`src/rtl/fmr_pkg.sv`:
```
// Shared types and constants for the footprint min/max radius block.
// No dependencies.
package fmr_pkg;

    localparam int DIST_BITS = 16;

    typedef logic [DIST_BITS-1:0] dist_t;

    localparam dist_t DIST_MAX = '1;

endpackage

```
`src/rtl/footprint_min_max_radius_unit.sv`:
```
// Inscribed and circumscribed radius of a polygon footprint about the origin. Vertices come in
// one per transfer, signed, in any fixed-point scale (the scale passes through unchanged); the
// last one is marked. A vertex that follows another runs the bit-serial multipliers, then the
// bit-serial squaring of the edge cross product, followed by the 16-step root; the marked vertex
// runs that twice to close the polygon. The result waits in an output register, so the next
// polygon may start while it is not yet taken. Polygons of two or fewer vertices give min all
// ones, max zero and the too_few_vertices flag.
module footprint_min_max_radius_unit #(
    parameter int COORD_BITS = 16
) (
    input  logic                          clk,
    input  logic                          rst_n,
    input  logic                          in_valid,
    output logic                          in_stall,
    input  logic signed [COORD_BITS-1:0]  vertex_x,
    input  logic signed [COORD_BITS-1:0]  vertex_y,
    input  logic                          last_vertex,
    output logic                          out_valid,
    input  logic                          out_stall,
    output fmr_pkg::dist_t                min_distance,
    output fmr_pkg::dist_t                max_distance,
    output logic                          too_few_vertices
);
    import fmr_pkg::*;

    localparam int W1 = COORD_BITS + 1;
    localparam int PW = 2 * W1 + 1;
    localparam int SW = 2 * PW + 1;

    localparam logic [2:0] S_IDLE  = 3'd0;
    localparam logic [2:0] S_START = 3'd1;
    localparam logic [2:0] S_MUL   = 3'd2;
    localparam logic [2:0] S_SQ    = 3'd3;
    localparam logic [2:0] S_ROOT  = 3'd4;
    localparam logic [2:0] S_TAKE  = 3'd5;
    localparam logic [2:0] S_EMIT  = 3'd6;

    logic [2:0] state_reg, state_next;
    logic [1:0] count_reg, count_next;
    dist_t      min_reg, min_next;
    dist_t      max_reg, max_next;
    logic       pass_reg, pass_next;
    logic       last_reg, last_next;
    logic       few_reg, few_next;
    logic       out_valid_reg, out_valid_next;

    logic signed [COORD_BITS-1:0] first_x_reg, first_y_reg;
    logic signed [COORD_BITS-1:0] prev_x_reg, prev_y_reg;
    logic signed [COORD_BITS-1:0] ax_reg, ay_reg, bx_reg, by_reg;
    dist_t min_out_reg, max_out_reg;
    logic  few_out_reg;

    logic in_xfer, out_xfer, load_out;
    logic load_first_pair, load_close_pair;

    logic signed [W1-1:0] ax1, ay1, bx1, by1, dx, dy, nay;
    logic signed [PW-1:0] nv_acc, ad_acc, bd_acc, cr_acc, len_acc;
    logic signed [SW-1:0] sq_acc;
    logic nv_busy, ad_busy, bd_busy, cr_busy, len_busy, sq_busy, vroot_busy, eroot_busy;
    logic mul_busy, mul_start, sq_start, eroot_start, perp;
    dist_t vq, eq, min1, max1;

    assign in_stall  = (state_reg != S_IDLE);
    assign in_xfer   = in_valid && !in_stall;
    assign out_xfer  = out_valid_reg && !out_stall;
    assign load_out  = (state_reg == S_EMIT) && (!out_valid_reg || !out_stall);

    assign out_valid        = out_valid_reg;
    assign min_distance     = min_out_reg;
    assign max_distance     = max_out_reg;
    assign too_few_vertices = few_out_reg;

    // Operands of the current edge, start a to end b
    assign ax1 = W1'(ax_reg);
    assign ay1 = W1'(ay_reg);
    assign bx1 = W1'(bx_reg);
    assign by1 = W1'(by_reg);
    assign dx  = bx1 - ax1;
    assign dy  = by1 - ay1;
    assign nay = -ay1;

    assign mul_busy    = nv_busy || ad_busy || bd_busy || cr_busy || len_busy;
    assign mul_start   = (state_reg == S_START);
    assign sq_start    = (state_reg == S_MUL) && !mul_busy;
    assign eroot_start = (state_reg == S_SQ) && !sq_busy && !vroot_busy;

    fmr_dot #(.AW(W1), .BW(W1)) u_nv (
        .clk(clk), .rst_n(rst_n), .start(mul_start),
        .a0(ax1), .b0(ax1), .a1(ay1), .b1(ay1), .acc(nv_acc), .busy(nv_busy)
    );

    fmr_dot #(.AW(W1), .BW(W1)) u_ad (
        .clk(clk), .rst_n(rst_n), .start(mul_start),
        .a0(ax1), .b0(dx), .a1(ay1), .b1(dy), .acc(ad_acc), .busy(ad_busy)
    );

    fmr_dot #(.AW(W1), .BW(W1)) u_bd (
        .clk(clk), .rst_n(rst_n), .start(mul_start),
        .a0(bx1), .b0(dx), .a1(by1), .b1(dy), .acc(bd_acc), .busy(bd_busy)
    );

    fmr_dot #(.AW(W1), .BW(W1)) u_cr (
        .clk(clk), .rst_n(rst_n), .start(mul_start),
        .a0(ax1), .b0(by1), .a1(nay), .b1(bx1), .acc(cr_acc), .busy(cr_busy)
    );

    fmr_dot #(.AW(W1), .BW(W1)) u_len (
        .clk(clk), .rst_n(rst_n), .start(mul_start),
        .a0(dx), .b0(dx), .a1(dy), .b1(dy), .acc(len_acc), .busy(len_busy)
    );

    fmr_dot #(.AW(PW), .BW(PW)) u_sq (
        .clk(clk), .rst_n(rst_n), .start(sq_start),
        .a0(cr_acc), .b0(cr_acc), .a1('0), .b1('0), .acc(sq_acc), .busy(sq_busy)
    );

    fmr_root #(.NW(PW), .LW(1)) u_vroot (
        .clk(clk), .rst_n(rst_n), .start(sq_start),
        .num($unsigned(nv_acc)), .len(1'b1), .q(vq), .busy(vroot_busy)
    );

    fmr_root #(.NW(SW), .LW(PW)) u_eroot (
        .clk(clk), .rst_n(rst_n), .start(eroot_start),
        .num($unsigned(sq_acc)), .len($unsigned(len_acc)), .q(eq), .busy(eroot_busy)
    );

    // Clamped edge cases repeat a vertex distance that is taken anyway; only the
    // perpendicular foot inside the edge adds a new distance.
    assign perp = ad_acc[PW-1] && !bd_acc[PW-1] && (bd_acc != '0);

    always_comb
    begin
        min1 = (vq < min_reg) ? vq : min_reg;
        max1 = (vq > max_reg) ? vq : max_reg;
        if (perp && (eq < min1))
        begin
            min1 = eq;
        end
        if (perp && (eq > max1))
        begin
            max1 = eq;
        end
    end

    always_comb
    begin
        state_next      = state_reg;
        count_next      = count_reg;
        min_next        = min_reg;
        max_next        = max_reg;
        pass_next       = pass_reg;
        last_next       = last_reg;
        few_next        = few_reg;
        out_valid_next  = out_valid_reg;
        load_first_pair = 1'b0;
        load_close_pair = 1'b0;

        if (out_xfer)
        begin
            out_valid_next = 1'b0;
        end

        case (state_reg)
            S_IDLE:
            begin
                if (in_xfer)
                begin
                    last_next  = last_vertex;
                    count_next = (count_reg == 2'd3) ? count_reg : count_reg + 1'b1;
                    if (count_reg != 2'd0)
                    begin
                        load_first_pair = 1'b1;
                        pass_next       = 1'b0;
                        state_next      = S_START;
                    end
                    else if (last_vertex)
                    begin
                        few_next   = 1'b1;
                        state_next = S_EMIT;
                    end
                end
            end
            S_START:
            begin
                state_next = S_MUL;
            end
            S_MUL:
            begin
                if (!mul_busy)
                begin
                    state_next = S_SQ;
                end
            end
            S_SQ:
            begin
                if (!sq_busy && !vroot_busy)
                begin
                    state_next = S_ROOT;
                end
            end
            S_ROOT:
            begin
                if (!eroot_busy)
                begin
                    state_next = S_TAKE;
                end
            end
            S_TAKE:
            begin
                min_next = min1;
                max_next = max1;
                if (!last_reg)
                begin
                    state_next = S_IDLE;
                end
                else if (pass_reg)
                begin
                    few_next   = 1'b0;
                    state_next = S_EMIT;
                end
                else if (count_reg == 2'd3)
                begin
                    // close the polygon: last vertex back to the first
                    load_close_pair = 1'b1;
                    pass_next       = 1'b1;
                    state_next      = S_START;
                end
                else
                begin
                    few_next   = 1'b1;
                    state_next = S_EMIT;
                end
            end
            S_EMIT:
            begin
                if (load_out)
                begin
                    out_valid_next = 1'b1;
                    count_next     = 2'd0;
                    min_next       = DIST_MAX;
                    max_next       = '0;
                    state_next     = S_IDLE;
                end
            end
            default:
            begin
                state_next = S_IDLE;
            end
        endcase
    end

    always_ff @(posedge clk or negedge rst_n)
    begin
        if (!rst_n)
        begin
            state_reg     <= S_IDLE;
            count_reg     <= 2'd0;
            min_reg       <= DIST_MAX;
            max_reg       <= '0;
            pass_reg      <= 1'b0;
            last_reg      <= 1'b0;
            few_reg       <= 1'b0;
            out_valid_reg <= 1'b0;
        end
        else
        begin
            state_reg     <= state_next;
            count_reg     <= count_next;
            min_reg       <= min_next;
            max_reg       <= max_next;
            pass_reg      <= pass_next;
            last_reg      <= last_next;
            few_reg       <= few_next;
            out_valid_reg <= out_valid_next;
        end
    end

    always_ff @(posedge clk)
    begin
        if (in_xfer)
        begin
            prev_x_reg <= vertex_x;
            prev_y_reg <= vertex_y;
            if (count_reg == 2'd0)
            begin
                first_x_reg <= vertex_x;
                first_y_reg <= vertex_y;
            end
        end
        if (load_first_pair)
        begin
            ax_reg <= prev_x_reg;
            ay_reg <= prev_y_reg;
            bx_reg <= vertex_x;
            by_reg <= vertex_y;
        end
        else if (load_close_pair)
        begin
            ax_reg <= bx_reg;
            ay_reg <= by_reg;
            bx_reg <= first_x_reg;
            by_reg <= first_y_reg;
        end
        if (load_out)
        begin
            min_out_reg <= few_reg ? DIST_MAX : min_reg;
            max_out_reg <= few_reg ? '0 : max_reg;
            few_out_reg <= few_reg;
        end
    end

endmodule

```
`src/rtl/fmr_dot.sv`:
```
// Bit-serial signed dot product a0*b0 + a1*b1, multiplier bits MSB first.
// Depends on nothing else.
module fmr_dot #(
    parameter int AW = 17,
    parameter int BW = 17
) (
    input  logic                    clk,
    input  logic                    rst_n,
    input  logic                    start,
    input  logic signed [AW-1:0]    a0,
    input  logic signed [BW-1:0]    b0,
    input  logic signed [AW-1:0]    a1,
    input  logic signed [BW-1:0]    b1,
    output logic signed [AW+BW:0]   acc,
    output logic                    busy
);
    localparam int ACCW = AW + BW + 1;
    localparam int CW   = $clog2(BW + 1);

    logic [CW-1:0]          cnt_reg;
    logic signed [AW-1:0]   a0_reg;
    logic signed [AW-1:0]   a1_reg;
    logic [BW-1:0]          b0_reg;
    logic [BW-1:0]          b1_reg;
    logic signed [ACCW-1:0] acc_reg;
    logic signed [ACCW-1:0] acc_next;
    logic signed [ACCW-1:0] t0;
    logic signed [ACCW-1:0] t1;

    assign busy = (cnt_reg != '0);
    assign acc  = acc_reg;

    always_comb
    begin
        t0 = b0_reg[BW-1] ? ACCW'(a0_reg) : '0;
        t1 = b1_reg[BW-1] ? ACCW'(a1_reg) : '0;
        // sign bit of the multiplier carries negative weight
        if (cnt_reg == CW'(BW))
        begin
            t0 = -t0;
            t1 = -t1;
        end
        acc_next = (acc_reg <<< 1) + t0 + t1;
    end

    always_ff @(posedge clk or negedge rst_n)
    begin
        if (!rst_n)
        begin
            cnt_reg <= '0;
        end
        else if (start)
        begin
            cnt_reg <= CW'(BW);
        end
        else if (busy)
        begin
            cnt_reg <= cnt_reg - 1'b1;
        end
    end

    always_ff @(posedge clk)
    begin
        if (start)
        begin
            a0_reg  <= a0;
            a1_reg  <= a1;
            b0_reg  <= b0;
            b1_reg  <= b1;
            acc_reg <= '0;
        end
        else if (busy)
        begin
            b0_reg  <= b0_reg << 1;
            b1_reg  <= b1_reg << 1;
            acc_reg <= acc_next;
        end
    end

endmodule

```
`src/rtl/fmr_root.sv`:
```
// Digit-serial root: largest q below 2**DIST_BITS with q*q*len <= num.
// One result bit per cycle, MSB first. Depends on fmr_pkg.
module fmr_root #(
    parameter int NW = 35,
    parameter int LW = 35
) (
    input  logic            clk,
    input  logic            rst_n,
    input  logic            start,
    input  logic [NW-1:0]   num,
    input  logic [LW-1:0]   len,
    output fmr_pkg::dist_t  q,
    output logic            busy
);
    import fmr_pkg::*;

    localparam int QW = DIST_BITS;
    localparam int RW = (NW > LW + 2 * QW + 1) ? NW : LW + 2 * QW + 1;
    localparam int CW = $clog2(QW + 1);

    logic [CW-1:0] cnt_reg;
    logic [RW-1:0] rem_reg;
    logic [RW-1:0] p_reg;     // q*len shifted up by (bit + 1)
    logic [RW-1:0] sl_reg;    // len shifted up by (2 * bit)
    dist_t         q_reg;
    logic [RW-1:0] delta;
    logic          take;

    assign busy  = (cnt_reg != '0);
    assign q     = q_reg;
    assign delta = p_reg + sl_reg;
    assign take  = (delta <= rem_reg);

    always_ff @(posedge clk or negedge rst_n)
    begin
        if (!rst_n)
        begin
            cnt_reg <= '0;
        end
        else if (start)
        begin
            cnt_reg <= CW'(QW);
        end
        else if (busy)
        begin
            cnt_reg <= cnt_reg - 1'b1;
        end
    end

    always_ff @(posedge clk)
    begin
        if (start)
        begin
            rem_reg <= RW'(num);
            p_reg   <= '0;
            sl_reg  <= RW'(len) << (2 * (QW - 1));
            q_reg   <= '0;
        end
        else if (busy)
        begin
            rem_reg <= take ? rem_reg - delta : rem_reg;
            p_reg   <= (take ? p_reg + (sl_reg << 1) : p_reg) >> 1;
            sl_reg  <= sl_reg >> 2;
            q_reg   <= {q_reg[QW-2:0], take};
        end
    end

endmodule

```
`config.mk`:
```
export PLATFORM = sky130hd
export DESIGN_NAME = footprint_min_max_radius_unit
export DESIGN_NICKNAME = d
export VERILOG_FILES = /design/src/rtl/fmr_pkg.sv /design/src/rtl/footprint_min_max_radius_unit.sv /design/src/rtl/fmr_dot.sv /design/src/rtl/fmr_root.sv
export SDC_FILE = /design/constraint.sdc
export NUM_CORES = 2
export LEC_CHECK = 0
export BUFFER_PORTS_ARGS = -buffer_cell sky130_fd_sc_hd__buf_2
export CORE_UTILIZATION = 30
export CTS_CLUSTER_SIZE = 20
export DETAILED_ROUTE_END_ITERATION = 8
export SLEW_MARGIN = 40
export SYNTH_ARGS = -nofsm -noshare
export SYNTH_HDL_FRONTEND = slang
export SYNTH_SLANG_ARGS = --single-unit
```
`constraint.sdc`:
```
create_clock -name clk -period 10.8 [get_ports clk]
set_input_delay 1.08 -clock clk [delete_from_list [all_inputs] [get_ports clk]]
set_output_delay 1.08 -clock clk [all_outputs]
set_load 0.005 [all_outputs]
```
==> Word level (Yosys, flattened, before mapping) <==
Index checks and enable logic that the tools add are counted.
{ "classes": {"n_lt_le_gt_ge": 6, "div": 0, "n_shift": 0, "n_mux": 123, "addsub": 40, "mul": 0, "bitwise": 0, "n_eq_ne": 25, "reduce_logical": 59} }
{ "ops": {"columns": ["operator", "count"], "rows": [
  ["two-way mux 35 bit", 26],
  ["two-way mux 71 bit", 6],
  ["adder 35 bit", 10],
  ["negation 35 bit", 10],
  ["two-way mux 17 bit", 20],
  ["two-way mux 16 bit", 14],
  ["two-way mux 65 bit", 2],
  ["adder 70 x 65 -> 71 bit", 1],
  ["adder 70 x 66 -> 71 bit", 1],
  ["adder 71 bit", 1],
  ["less-or-equal comparator 71 bit", 1],
  ["negation 71 bit", 1],
  ["subtractor 71 bit", 1],
  ["two-way mux 5 bit", 14],
  ["one-hot mux 16 bit (2 select lines)", 2],
  ["adder 34 x 31 -> 35 bit", 1],
  ["adder 34 x 32 -> 35 bit", 1],
  ["less-or-equal comparator 35 bit", 1],
  ["nonzero test 35 bit", 1],
  ["nonzero test 5 bit", 7],
  ["subtractor 35 bit", 1],
  ["subtractor 5 x 1 -> 5 bit (second input constant)", 7],
  ["subtractor 16 x 16 -> 17 bit", 2],
  ["> comparator 16 bit", 2],
  ["31 further kinds", 120]
]} }
{ "totals": {"ff_bits": 1167, "inputBits": 37, "n_memories": 0, "latch_bits": 0, "out_inout_bits": 35, "mem_bits_ro": 0, "ramBits": 0, "word_cells": 314} }

==> Longest topological paths before layout <==
{ "depth": {"ltp_word": 9, "depth_mapped": 30, "depth_no_buf": 28} }

==> By module <==
Synthesis repeated with hierarchy kept, for this count alone.
{ "unflattened": {"hier_cells": 10736, "area_unflattened_um2": 95885.7} }
{ "by_module_without_submodules": {"columns": ["module", "n_inst", "seq_area_each_um2", "cells_per_inst", "area_each_um2"], "rows": [
  ["fmr_root at u_eroot", 1, 5630.4, 2721, 20886.3],
  ["fmr_dot at u_sq", 1, 5775.5, 1851, 16372.0],
  ["fmr_dot at u_ad ...", 2, 2867.8, 825, 7717.4],
  ["footprint_min_max_radius_unit", 1, 5880.6, 983, 11488.5],
  ["fmr_root at u_vroot", 1, 2507.4, 1039, 8298.0],
  ["fmr_dot at u_nv", 1, 2867.8, 831, 7827.5],
  ["fmr_dot at u_cr", 1, 2867.8, 831, 7816.2],
  ["fmr_dot at u_bd", 1, 2867.8, 830, 7762.4]
]} }

==> Worst setup path before layout <==
Ideal clock, no wire load.
{ "synth_timing": {"path_kind": "register -> register", "start": "register u_eroot.sl_reg[0]", "end": "register u_eroot.rem_reg[0] (enable)", "path_stages_with_launch": 28, "required_time_ns": 10.202, "setup_slack_ns": 0.279, "t_arrival_ns": 9.923, "period_less_slack_ns": 10.521, "n_path_buf": 3, "setup_ns": 0.598, "cell_sequence": "dfxtp_1 ha_1 inv_1 fa_1 nor2b_1 o31ai_1 o211ai_1 o311a_1 o21ai_1 a21oi_1 a311o_1 a31oi_1 o21a_1 o21ai_0 a21oi_1 xor2_1 ha_1 clkbuf_1 nand3_1 o21ai_0 a21oi_1 o21ai_0 o211a_1 a21oi_2 o21a_1 buf_2 buf_2 o21ai_0"} }
{ "synth_between": {"elab_chain_len": 4} }
{ "synth_rtl": {"columns": ["element", "line", "rtl"], "rows": [
  ["start: declaration", "fmr_root.sv:24", "logic [RW-1:0] sl_reg;"],
  ["start signal: assignment", "fmr_root.sv:56", "sl_reg <= RW'(len) << (2 * (QW - 1));"],
  ["start signal: assignment", "fmr_root.sv:63", "sl_reg <= sl_reg >> 2;"],
  ["adder 70 x 65 -> 71 bit", "fmr_root.sv:31", "assign delta = p_reg + sl_reg;"],
  ["less-or-equal comparator 71 bit", "fmr_root.sv:32", "assign take = (delta <= rem_reg);"],
  ["nonzero test 2 bit (no line)", null, null],
  ["AND reduction 2 bit (no line)", null, null],
  ["end signal: assignment", "fmr_root.sv:54", "rem_reg <= RW'(num);"],
  ["end signal: assignment", "fmr_root.sv:61", "rem_reg <= take ? rem_reg - delta : rem_reg;"],
  ["end: declaration", "fmr_root.sv:22", "logic [RW-1:0] rem_reg;"]
]} }
No other way between the ends.
A chain may end at the register's enable or synchronous reset.

==> Final worst setup path <==
{ "layout_timing": {"start": "register u_eroot.sl_reg[3]", "end": "register u_eroot.p_reg[56]"} }
{ "layout_between": {"elab_chain_len": 3, "elab_cells_between_ends": 4, "classes_between": "add/sub: 2; order compare: 1; mux: 1"} }
{ "layout_rtl": {"columns": ["element", "line", "rtl"], "rows": [
  ["adder 70 x 65 -> 71 bit", "fmr_root.sv:31", null],
  ["less-or-equal comparator 71 bit", "fmr_root.sv:32", null],
  ["two-way mux 71 bit (*)", "fmr_root.sv:62", "p_reg <= (take ? p_reg + (sl_reg << 1) : p_reg) >> 1;"],
  ["end signal: assignment", "fmr_root.sv:62", null],
  ["end: declaration", "fmr_root.sv:23", "logic [RW-1:0] p_reg;"]
]} }
Every way passes the cells marked *; elsewhere a longest branch is shown, timed or not.

==> results.md <==
- Status: finished clean
- Most common cell after layout, fill and taps aside: nand2_1
- CTS resizes: 0
- Largest net degree at the start of global routing: 91
- Commonest non-fill, non-tap cells in the layout: 1602 x nand2_1, 952 x a21oi_1, 767 x nor2_1, 656 x edfxtp_1, 648 x ha_1
- Cells after Synth: 9641
- Clk_skew: 86.0 ps
- CTS tree: done
- Post-DR vias/cell: 5.19
- Synthesized area: 83700 sq um
- Initial Util: 30.2%
- Min-Delay Path Class: in2async
- Final Wtd Congestion: 0.888
- Initial drt markers: 5696
- Crit path max-delay family: compound AO/OA/AOI/OAI gates
- Worst-Skew Late Latency: 840 ps
- Final Hold Viols: 0
- Slowest cell on the critical path: o21a_4
- Post-synthesis mux area share: 1.86%
- Fin crit share: 68.5%
- Post-synth EDFFs: 656
- Remaining antenna violation count after routing: 0
- Vias in the first global route: 65200
- Vias: 69100
- Mapped Nets: 10500
- Placeable Area: 277000 sq um
- Max-slew violation count: 0
- Reg-to-reg critical path startpoint: u_eroot.sl_reg[3]
- Die Area: 281000 sq um
- Crit path time final: 7400 ps
- Clock Path Buffers: 4
- Initial antenna violation count: 6
- Reg clk slew, reported paths: 60 ps
- Grt total ovfl: 0
- RSZ-0062 raised after global routing: false
- Slew margin rel.: 41.7%
- Post-synth ARST share: 7.03%
- CTS root buf: clkbuf_16
- Ports: 72
- P&R area growth vs syn: 10.7%
- Wire length per cell: 17.5 um
- Fin Setup TNS: 0 ps
- Simple-gate area share of the yosys netlist: 17.7%
- Synth Area per Inst: 8.68 sq um
- YS warnings: 0
- Crit path buffers/inverters: 1
- CP endpoint kind: flop
- Largest family of logic cells by synthesized area: compound AO/OA/AOI/OAI gates
- FMAX: 0.135 GHz
- Final net count: 10400
- Worst VDD drop: 0.000117 V
- Core Rows: 193
- Setup violators final: 0
- FF+latch count, synth: 1166
- Critical Path Most Common Cell: a21oi_1
- Critical path peak fanout: 79
- GRT Total Usage: 16.3%
- Setup slack, reg-to-reg: 3400 ps
- Cts bufs inserted: 144
- Max-cap violations: 0
- Finished Core Util: 33.4%
- Routed WL: 234000 um
- Crit path depth: 26
- Post-CTS setup repair buffer count: 0
- First-pass GRT wire length: 371000 um
- # fillers: 28800
- Layout cells sized above 1: 6.13%
- DR pass1 iterations: 6
- Crit path launch type: flop
- Compound-Gate Fraction of Synth Area: 20.4%
- Clk sinks: 1166
- Tightest Pin Transition: 874 ps
- Post-Synth Adder-Cell Area: 13.9%
- CP Class: reg2reg
- IO Port Bufs: 71
- Final HPWL DP: 172000 um
- CP max stage delay: 580 ps
- Die extent in x: 530 um
- Post-Synth XOR/XNOR Area: 6.48%
- WP data arrival: 8010 ps
- Pleak: 37.7 nW
- Sequential area share after synthesis: 36.3%
- Reg2reg end: u_eroot.p_reg[56]
- Cts hold-fix bufs: 0
- H-Tree Level Count: 4
- Register-to-Register Path Depth: 26
- Die Y: 530 um
- Synth unique cells: 95
- Worst Path Required: 11410 ps
- Pwr/cell area: 105 nW/um^2
- Top_reg_cell synth: edfxtp_1
- Residual DRC: 0
synth_stat cells (41+ instances only):
cell	number	area [sq um]
nand3_1	198	991
xnor2_1	384	3360
dfxtp_1	428	8570
fa_1	177	3540
a21oi_1	956	4780
inv_1	294	1100
dfrtp_1	66	1650
a21boi_0	79	593
nor3_1	200	1000
nor2_1	779	2920
clkbuf_1	380	1430
nand2_1	1602	6010
or2_2	41	257
o31ai_1	56	420
and3_1	73	457
edfxtp_1	656	19700
o21a_1	81	608
ha_1	648	8110
xor2_1	235	2060
mux2i_1	51	510
mux2_2	93	1050
a31oi_1	84	526
a21o_1	298	2240
o21ai_0	640	3200
o21bai_1	94	706
nor2b_1	85	532
and2_1	87	544
nand4_1	77	482
a211oi_1	140	1050
or3_1	76	475
nand2b_1	57	357
cell type report:
type / count / area, sq um / area share, %
Clock inverter: 75 / 887 / 0.958
Inverter: 296 / 1120 / 1.21
Multi-Input combinational cell: 7739 / 50700 / 54.8
Timing Repair Buffer: 152 / 1030 / 1.11
Clock buffer: 177 / 3890 / 4.20
Antenna cell: 3 / 7.51 / 0.00810
Sequential cell: 1166 / 30300 / 32.7
Tap cell: 3705 / 4640 / 5.00
cells by family after synthesis:
family	count (synthesis)
simple gates	3381
compound gates	2770
mux	144
flops	1166
buf+inv	736
xor+xnor	619
fa+ha+maj	825
worst max-delay path by stage:
stage / to / slack (ps) / from
3_5_place_dp: u_eroot.p_reg[56] / 3260 / u_eroot.sl_reg[0]
5_1_grt: u_eroot.p_reg[56] / 2890 / u_eroot.p_reg[3]
4_1_cts: u_eroot.p_reg[56] / 3210 / u_eroot.sl_reg[0]
2_1_floorplan: u_eroot.rem_reg[0] / 280 / u_eroot.sl_reg[0]
6_report: u_eroot.p_reg[56] / 3400 / u_eroot.sl_reg[3]
3_3_place_gp: u_eroot.rem_reg[8] / 2940 / u_eroot.p_reg[1]
worst reg2reg max path, cell delays in order, from the launching register on:
cell	delay (ps)
dfxtp_1	340
ha_1	370
a21oi_1	150
nor2b_1	70
nor4_1	500
nor4_1	230
o21ai_0	510
a21o_1	260
a21oi_1	180
a2111oi_0	530
o21bai_1	130
a21oi_1	310
nor2_1	90
xnor2_1	210
ha_1	390
nand4_1	130
nor3_1	110
nand3_1	170
nor2_1	60
a31oi_1	350
o21ai_0	160
a41oi_1	230
o21a_4	580
buf_6	600
mux2_2	410
nand2_1	60
a21oi_1	70
report_power, final:
group                 switching (mW)  total, mW  internal [mW]  leakage [nW]
registers      0.0000000000000000399       4.65           4.65          9.66
clock network                   2.02       5.02           3.00          2.30
logic                         0.0148     0.0201        0.00533          25.7
total                           2.04       9.69           7.65          37.7
per-stage QoR:
stage                     power (mW)  hold slack [ps]  std cells  cell area, sq um  setup slack [ps]
final                           9.69              323      13300             92600              3400
after global routing            9.96              330      13300             92600              2890
after CTS                       9.79              294      13300             92600              3210
after detailed placement        4.76              448      13100             87800              3260
after global placement          4.76              441      13100             87700              2940
after floorplan                 4.74              425       9641             83700               279
metal layers:
metal  vias to the layer above  share of wire (%)  track usage [%]
met5                         -             0.0051                0
met4                         2                2.0             3.53
met3                       265                5.2             1.98
met2                      1590                 44             25.4
met1                     33000                 49             23.8
li1                      34300                  -                -
No activity file was read; power rests on OpenSTA's default activity.
